==> config.mk <==
export PLATFORM = sky130hd
export DESIGN_NAME = ordered_list_insert_engine
export DESIGN_NICKNAME = d
export VERILOG_FILES = /design/src/hw/rtl/olie_pkg.sv /design/src/hw/rtl/ordered_list_insert_engine.sv /design/src/hw/rtl/olie_ram.sv
export SDC_FILE = /design/constraint.sdc
export NUM_CORES = 2
export LEC_CHECK = 0
export ABC_AREA = 1
export BUFFER_PORTS_ARGS = -buffer_cell sky130_fd_sc_hd__clkbuf_2
export CAP_MARGIN = 20
export CELL_PAD_IN_SITES_DETAIL_PLACEMENT = 1
export CELL_PAD_IN_SITES_GLOBAL_PLACEMENT = 2
export CORE_UTILIZATION = 43
export CTS_CLUSTER_SIZE = 24
export DETAILED_ROUTE_END_ITERATION = 6
export HOLD_SLACK_MARGIN = 0.02
export PLACE_DENSITY = 0.8
export SLEW_MARGIN = 25
export SYNTH_ARGS = -nofsm -noshare
export SYNTH_HDL_FRONTEND = slang
export SYNTH_HIERARCHICAL = 1
export SYNTH_SLANG_ARGS = --single-unit
==> constraint.sdc <==
create_clock -name clk -period 7.1 [get_ports clk]
set_input_delay 0.355 -clock clk [delete_from_list [all_inputs] [get_ports clk]]
set_output_delay 0.355 -clock clk [all_outputs]
set_load 0.01 [all_outputs]
==> src/hw/rtl/olie_pkg.sv <==
package olie_pkg;

  localparam int DEF_LIST_DEPTH = 32;
  localparam int DATA_W         = 32;
  localparam int LEN_W          = 7;

  // command codes
  localparam logic [1:0] CMD_HEAD  = 2'd0;
  localparam logic [1:0] CMD_TAIL  = 2'd1;
  localparam logic [1:0] CMD_AFTER = 2'd2;
  localparam logic [1:0] CMD_READ  = 2'd3;

  // status codes
  localparam logic [1:0] ST_OK        = 2'd0;
  localparam logic [1:0] ST_FULL      = 2'd1;
  localparam logic [1:0] ST_NOT_FOUND = 2'd2;
  localparam logic [1:0] ST_EMPTY     = 2'd3;

  typedef enum logic [2:0] {
    S_IDLE,
    S_WALK,
    S_SEARCH,
    S_LINK2,
    S_EMIT
  } state_t;

endpackage

==> src/hw/rtl/ordered_list_insert_engine.sv <==
// Insert at head or tail: S_IDLE takes the request, S_EMIT loads the result, plus output wait.
// Insert after key: S_SEARCH walks node by node, then S_LINK2 when the node is mid-list, then S_EMIT.
// Readout: one node per cycle from the value memory read port while the result slot is free.
// One request in flight; a new request is taken while the last result waits.
// Synchronous active-low reset empties the list; node memories are not cleared.
module ordered_list_insert_engine #(
  parameter int LIST_DEPTH = olie_pkg::DEF_LIST_DEPTH
) (
  input  logic                                clk,
  input  logic                                rst_n,
  input  logic                                in_valid,
  output logic                                in_ready,
  input  logic [1:0]                          in_cmd,
  input  logic signed [olie_pkg::DATA_W-1:0]  in_value,
  input  logic signed [olie_pkg::DATA_W-1:0]  in_key,
  output logic                                out_valid,
  input  logic                                out_ready,
  output logic [1:0]                          out_status,
  output logic signed [olie_pkg::DATA_W-1:0]  out_item,
  output logic                                out_last,
  output logic [olie_pkg::LEN_W-1:0]          out_length
);

  localparam int IW = $clog2(LIST_DEPTH);      // node index width
  localparam int CW = $clog2(LIST_DEPTH + 1);  // node count width
  localparam int DW = olie_pkg::DATA_W;

  olie_pkg::state_t state_r, state_nxt;

  logic [IW-1:0] head_r, head_nxt;
  logic [IW-1:0] tail_r, tail_nxt;
  logic [CW-1:0] count_r, count_nxt;
  logic [IW-1:0] cur_r, cur_nxt;     // node whose data sits on the read port
  logic [CW-1:0] idx_r, idx_nxt;     // position of cur_r in the list
  logic [DW-1:0] value_r, value_nxt;
  logic [DW-1:0] key_r, key_nxt;
  logic [1:0]    st_r, st_nxt;

  // result register
  logic          out_valid_r;
  logic [1:0]    out_status_r, out_status_nxt;
  logic [DW-1:0] out_item_r, out_item_nxt;
  logic          out_last_r, out_last_nxt;
  logic [olie_pkg::LEN_W-1:0] out_length_r, out_length_nxt;
  logic          out_load;

  // memory ports
  logic          val_we, lnk_we;
  logic [IW-1:0] val_waddr, lnk_waddr, rd_addr;
  logic [DW-1:0] val_wdata, val_rdata;
  logic [IW-1:0] lnk_wdata, lnk_rdata;

  logic [IW-1:0] new_idx;
  logic          is_empty, is_full, last_node, slot_free;

  assign new_idx   = count_r[IW-1:0];    // nodes are allocated in order
  assign is_empty  = (count_r == '0);
  assign is_full   = (count_r == CW'(LIST_DEPTH));
  assign last_node = ((idx_r + CW'(1)) == count_r);
  assign slot_free = !out_valid_r || out_ready;

  assign in_ready   = (state_r == olie_pkg::S_IDLE);
  assign out_valid  = out_valid_r;
  assign out_status = out_status_r;
  assign out_item   = out_item_r;
  assign out_last   = out_last_r;
  assign out_length = out_length_r;

  olie_ram #(.WIDTH(DW), .DEPTH(LIST_DEPTH)) u_values (
    .clk   (clk),
    .we    (val_we),
    .waddr (val_waddr),
    .wdata (val_wdata),
    .raddr (rd_addr),
    .rdata (val_rdata)
  );

  olie_ram #(.WIDTH(IW), .DEPTH(LIST_DEPTH)) u_links (
    .clk   (clk),
    .we    (lnk_we),
    .waddr (lnk_waddr),
    .wdata (lnk_wdata),
    .raddr (rd_addr),
    .rdata (lnk_rdata)
  );

  always_comb begin
    state_nxt      = state_r;
    head_nxt       = head_r;
    tail_nxt       = tail_r;
    count_nxt      = count_r;
    cur_nxt        = cur_r;
    idx_nxt        = idx_r;
    value_nxt      = value_r;
    key_nxt        = key_r;
    st_nxt         = st_r;
    val_we         = 1'b0;
    val_waddr      = new_idx;
    val_wdata      = value_r;
    lnk_we         = 1'b0;
    lnk_waddr      = new_idx;
    lnk_wdata      = '0;
    rd_addr        = cur_r;  // re-read holds the data during a stall
    out_load       = 1'b0;
    out_status_nxt = st_r;
    out_item_nxt   = '0;
    out_last_nxt   = 1'b1;
    out_length_nxt = olie_pkg::LEN_W'(count_r);

    case (state_r)
      olie_pkg::S_IDLE: begin
        // head is read on every idle cycle so a walk starts with data in hand
        rd_addr = head_r;
        if (in_valid) begin
          cur_nxt   = head_r;
          idx_nxt   = '0;
          value_nxt = in_value;
          key_nxt   = in_key;
          st_nxt    = olie_pkg::ST_OK;
          state_nxt = olie_pkg::S_EMIT;
          if (in_cmd == olie_pkg::CMD_READ) begin
            if (is_empty) begin
              st_nxt = olie_pkg::ST_EMPTY;
            end else begin
              state_nxt = olie_pkg::S_WALK;
            end
          end else if (is_full) begin
            st_nxt = olie_pkg::ST_FULL;
          end else if (in_cmd == olie_pkg::CMD_HEAD) begin
            val_we    = 1'b1;
            val_wdata = in_value;
            lnk_we    = 1'b1;
            lnk_wdata = is_empty ? '0 : head_r;
            head_nxt  = new_idx;
            if (is_empty) begin
              tail_nxt = new_idx;
            end
            count_nxt = count_r + CW'(1);
          end else if (in_cmd == olie_pkg::CMD_TAIL) begin
            val_we    = 1'b1;
            val_wdata = in_value;
            lnk_we    = 1'b1;
            if (is_empty) begin
              head_nxt = new_idx;
            end else begin
              // hook the new node behind the old tail
              lnk_waddr = tail_r;
              lnk_wdata = new_idx;
            end
            tail_nxt  = new_idx;
            count_nxt = count_r + CW'(1);
          end else begin
            if (is_empty) begin
              st_nxt = olie_pkg::ST_NOT_FOUND;
            end else begin
              state_nxt = olie_pkg::S_SEARCH;
            end
          end
        end
      end

      olie_pkg::S_WALK: begin
        if (slot_free) begin
          out_load       = 1'b1;
          out_status_nxt = olie_pkg::ST_OK;
          out_item_nxt   = val_rdata;
          out_last_nxt   = last_node;
          if (last_node) begin
            state_nxt = olie_pkg::S_IDLE;
          end else begin
            rd_addr = lnk_rdata;
            cur_nxt = lnk_rdata;
            idx_nxt = idx_r + CW'(1);
          end
        end
      end

      olie_pkg::S_SEARCH: begin
        if (val_rdata == key_r) begin
          val_we = 1'b1;
          lnk_we = 1'b1;
          if (cur_r == tail_r) begin
            lnk_waddr = cur_r;
            lnk_wdata = new_idx;
            tail_nxt  = new_idx;
            count_nxt = count_r + CW'(1);
            state_nxt = olie_pkg::S_EMIT;
          end else begin
            // new node takes over the match's successor; relink in S_LINK2
            lnk_waddr = new_idx;
            lnk_wdata = lnk_rdata;
            state_nxt = olie_pkg::S_LINK2;
          end
        end else if (last_node) begin
          st_nxt    = olie_pkg::ST_NOT_FOUND;
          state_nxt = olie_pkg::S_EMIT;
        end else begin
          rd_addr = lnk_rdata;
          cur_nxt = lnk_rdata;
          idx_nxt = idx_r + CW'(1);
        end
      end

      olie_pkg::S_LINK2: begin
        lnk_we    = 1'b1;
        lnk_waddr = cur_r;
        lnk_wdata = new_idx;
        count_nxt = count_r + CW'(1);
        state_nxt = olie_pkg::S_EMIT;
      end

      olie_pkg::S_EMIT: begin
        if (slot_free) begin
          out_load  = 1'b1;
          state_nxt = olie_pkg::S_IDLE;
        end
      end

      default: begin
        state_nxt = olie_pkg::S_IDLE;
      end
    endcase
  end

  always_ff @(posedge clk) begin
    if (!rst_n) begin
      state_r     <= olie_pkg::S_IDLE;
      head_r      <= '0;
      tail_r      <= '0;
      count_r     <= '0;
      cur_r       <= '0;
      idx_r       <= '0;
      out_valid_r <= 1'b0;
    end else begin
      state_r <= state_nxt;
      head_r  <= head_nxt;
      tail_r  <= tail_nxt;
      count_r <= count_nxt;
      cur_r   <= cur_nxt;
      idx_r   <= idx_nxt;
      if (out_load) begin
        out_valid_r <= 1'b1;
      end else if (out_ready) begin
        out_valid_r <= 1'b0;
      end
    end
  end

  always_ff @(posedge clk) begin
    value_r <= value_nxt;
    key_r   <= key_nxt;
    st_r    <= st_nxt;
    if (out_load) begin
      out_status_r <= out_status_nxt;
      out_item_r   <= out_item_nxt;
      out_last_r   <= out_last_nxt;
      out_length_r <= out_length_nxt;
    end
  end

endmodule

==> src/hw/rtl/olie_ram.sv <==
module olie_ram #(
  parameter int WIDTH = 32,
  parameter int DEPTH = 32
) (
  input  logic                     clk,
  input  logic                     we,
  input  logic [$clog2(DEPTH)-1:0] waddr,
  input  logic [WIDTH-1:0]         wdata,
  input  logic [$clog2(DEPTH)-1:0] raddr,
  output logic [WIDTH-1:0]         rdata
);

  logic [WIDTH-1:0] mem [DEPTH];

  always_ff @(posedge clk) begin
    if (we) begin
      mem[waddr] <= wdata;
    end
    rdata <= mem[raddr];
  end

endmodule

==> flow_summary_export.csv <==
group,metric,value,unit
critical_path,worst-setup-path-type,"flip-flop to flip-flop",
layout,fillerInstances,13600,
floorplan,row_count,132,
global_routing,grt_start_max_net_pins,174,
clock_network,numClockSinks,1359,
place,gp_congestion,0.886,
floorplan,io-pin-count,114,
critical_path,endpoint_kind,"flip-flop",
floorplan,floorplan.die_area,132000,um^2
layout,layout.nets,5180,
clock_network,clock-root-buffer,"sky130_fd_sc_hd__clkbuf_16",
global_routing,grt_first_pass_wirelength,257,mm
routing,route.detailed.drc,0,
power,cell_internal_pwr,16.8,mW
min_path,timing.hold.worst_path_depth,3,
sta,max_slew_headroom,26.1,%
layout,layout_commonest_cell,"sky130_fd_sc_hd__nand2_1",
power,power,28.7,mW
place,place_hpwl,103,mm
floorplan,floorplan.initialDensity,43.4,%
routing,via_count,38200,
sta,fin_skew,0.0258,ns
synthesis,dominantRegCellSynth,"sky130_fd_sc_hd__edfxtp_1",
sta,worst_pin_slew,1.11,ns
place,buffer_ports.inserted,112,
synthesis,synthesis.area,56200,um^2
clock_network,postCtsResizedCells,0,
critical_path,worstPathMaxFanout,34,
clock_network,worstSkewPairLatency,0.77,ns
synthesis,synth_enable_flop_cells,1291,
layout,multi_input_area,14100,um^2
synthesis,yosys_register_bits,1359,
sta,finalHoldViolations,0,
synthesis,yosysSeqAreaShare,71.4,%
power,pwr-share-clk,26.0,%
global_routing,number_of_antenna_violations_at_the_first_check_in_global_routing,2,
critical_path,ff2ff_path_depth,15,
layout,area.sequential,40100,um^2
layout,postLayoutCellArea,64100,um^2
routing,routedWlPerCell,24.8,um
clock_network,cts_made_buffers,148,
power,worst_ir_drop_on_vdd,351,uV
sta,pins_over_their_slew_limit,0,
synthesis,post_synth_inst_count,4944,
sta,fin_crit,5.35,ns
global_routing,grt_use_total,26.3,%
layout,layout_common_cells,"1920 x sky130_fd_sc_hd__nand2_1, 1291 x sky130_fd_sc_hd__edfxtp_1, 951 x sky130_fd_sc_hd__nand3_1, 149 x sky130_fd_sc_hd__clkbuf_16, 112 x sky130_fd_sc_hd__clkbuf_2",
layout,post-route-util,49.4,%
routing,routed_via_density,5.48,
power,powerDensity,447,nW/um^2
floorplan,dieHeight,364,um
power,p_sw,11.9,mW
sta,finalSetupViolations,0,
power,combPwrFrac,38.6,%
power,share_seq_of_total_power,35.4,%
critical_path,worst_ep_required_time,7.56,ns
sta,setup_repair_after_global_routing_missed_its_margin,"no",
floorplan,coreArea,130000,um^2
clock_network,cts-root-to-sink-buffers,3,
critical_path,arrival,5.81,ns
sta,layout_setup_ws,1.75,ns
synthesis,synthArstFlopShare,0,%
synthesis,ys_types,45,
synthesis,syn-num-nets,5017,
routing,first_pass_iters,5,
flow_run,maxCapViolations,0,
sta,fin_crit_sh,75.4,%
critical_path,startpoint_type,"flip-flop",
min_path,hold_class,"primary input to flip-flop",
clock_network,path_clk_slew,0.06,ns
floorplan,die_w,364,um
place,detailed_place.area,58700,um^2
clock_network,cts-htree-levels,4,
layout,area.growth.synth_to_final,14.0,%
routing,ant_nets,0,
place,detailedPlace.worstSlack,1.76,ns
layout,post_route_cells_drive_above_1_share,10.1,%
clock_network,tritoncts_clock_tree,"built",
synthesis,yosys_warnings,6,
synthesis,syn-mean-instance-area,11.4,um^2
clock_network,postCtsSetupBuffers,0,
run_status,outcome,"completed",
sta,max_freq,187,MHz
power,static-leakage-power,23.5,nW
routing,drt_iter0_markers,3046,
routing,postRouteWirelength,173,mm
power,p_sw_share,41.5,%
global_routing,grt_overflow,0,
sta,finalSetupTns,0,ns
global_routing,grt_pass1_vias,39600,
[worst max-delay path, cell delays in order, from the launching register on]
cell	delay, ns
sky130_fd_sc_hd__dfxtp_1	0.68
sky130_fd_sc_hd__inv_2	0.21
sky130_fd_sc_hd__ha_1	0.25
sky130_fd_sc_hd__nand3_1	0.08
sky130_fd_sc_hd__nor2_1	0.07
sky130_fd_sc_hd__inv_2	0.13
sky130_fd_sc_hd__nor2_4	0.06
sky130_fd_sc_hd__nor2_1	0.14
sky130_fd_sc_hd__inv_2	0.07
sky130_fd_sc_hd__nor2_4	0.07
sky130_fd_sc_hd__buf_4	0.34
sky130_fd_sc_hd__inv_2	0.36
sky130_fd_sc_hd__nand2_1	0.35
sky130_fd_sc_hd__nand3_1	0.79
sky130_fd_sc_hd__nor2_4	1.08
sky130_fd_sc_hd__buf_4	0.33
[flip-flops by register name (all words and copies together) (netlist names), 32 cells and up]
signal,count
key_r,32
value_r,32
out_item,32
u_values/rdata,32
u_links/mem,160
u_values/mem,1024
[through the flow]
| step | instances | hold slack, ns |
|---|---|---|
| CTS | 6965 | 0.0473 |
| floorplan | 4944 | 0.454 |
| finish | 6968 | 0.101 |
| detailed placement | 6632 | 0.477 |
| global route | 6967 | 0.101 |
| global placement | 6614 | 0.472 |
[power groups by stage]
stage / clock network (mW) / logic (mW) / registers [mW]
final: 7.44 / 11.1 / 10.1
after global routing: 7.83 / 12.1 / 10.2
after CTS: 7.57 / 11.2 / 10.1
after detailed placement: 0 / 11.1 / 10.3
after global placement: 0 / 10.9 / 10.3
after floorplan: 0 / 7.20 / 10.2
[cell type report]
cell class	count	area share (%)
Sequential cell	1359	62.6
Clock inverter	78	1.03
Antenna cell	1	0.00390
Tap cell	1742	3.40
Inverter	124	0.791
Timing Repair Buffer	283	3.92
Clock buffer	190	6.23
Multi-Input combinational cell	3191	22.0
[worst paths after layout]
kind | startpoint | to | slack (ns)
worst max-delay path | count_r[0]$_SDFFE_PN0P_ | u_values/mem[20][16]$_DFFE_PP_ | 1.75
worst min-delay path | rst_n | tail_r[4]$_SDFFE_PN0P_ | 0.10
worst max register to register | count_r[0]$_SDFFE_PN0P_ | u_values/mem[20][16]$_DFFE_PP_ | 1.75
worst min register to register | tail_r[1]$_SDFFE_PN0P_ | tail_r[1]$_SDFFE_PN0P_ | 0.49
[logic make-up (layout without fill, tap and decap cells)]
family	Yosys count	count (layout)	share of synthesized area [%]
AND/OR/NAND/NOR	3068	3068	23.0
flip-flops	1359	1359	71.4
buffers and inverters	394	675	4.20
AO/OA/AOI/OAI	91	91	0.910
XOR/XNOR	28	28	0.436
adder cells (fa/ha/maj)	3	3	0.0668
other	1	2	0.00667
[cells in the mapped netlist, types with 9 or more instances]
| cell type | instances | area (um^2) |
|---|---|---|
| sky130_fd_sc_hd__dfxtp_1 | 68 | 1360 |
| sky130_fd_sc_hd__a21oi_1 | 41 | 205 |
| sky130_fd_sc_hd__buf_1 | 20 | 75.1 |
| sky130_fd_sc_hd__nand2_1 | 1929 | 7240 |
| sky130_fd_sc_hd__buf_6 | 76 | 856 |
| sky130_fd_sc_hd__clkbuf_1 | 32 | 120 |
| sky130_fd_sc_hd__buf_2 | 102 | 510 |
| sky130_fd_sc_hd__inv_2 | 23 | 86.3 |
| sky130_fd_sc_hd__xnor2_1 | 22 | 193 |
| sky130_fd_sc_hd__buf_4 | 35 | 263 |
| sky130_fd_sc_hd__o21ai_0 | 20 | 100 |
| sky130_fd_sc_hd__nand3_1 | 952 | 4760 |
| sky130_fd_sc_hd__edfxtp_1 | 1291 | 38800 |
| sky130_fd_sc_hd__nor2_4 | 9 | 101 |
| sky130_fd_sc_hd__o21ai_1 | 12 | 60.1 |
| sky130_fd_sc_hd__inv_1 | 96 | 360 |
| sky130_fd_sc_hd__nor2_1 | 143 | 537 |
| sky130_fd_sc_hd__nand4_1 | 10 | 62.6 |
[per-layer routing]
metal	vias to the layer above	part of all wire [%]	track usage (%)
met2	1007	51	45.4
met1	19500	42	34.4
met5	-	0	0
li1	17400	-	-
met3	258	4.3	2.86
met4	0	3.0	8.89
[repair_timing]
| action | 4_1_cts | 5_1_grt |
|---|---|---|
| endpoints found under the hold margin | 65 | 0 |
| hold buffers | 65 | 0 |
| endpoints found under the setup margin | 0 | 0 |
No activity file was read; power rests on OpenSTA's default activity.
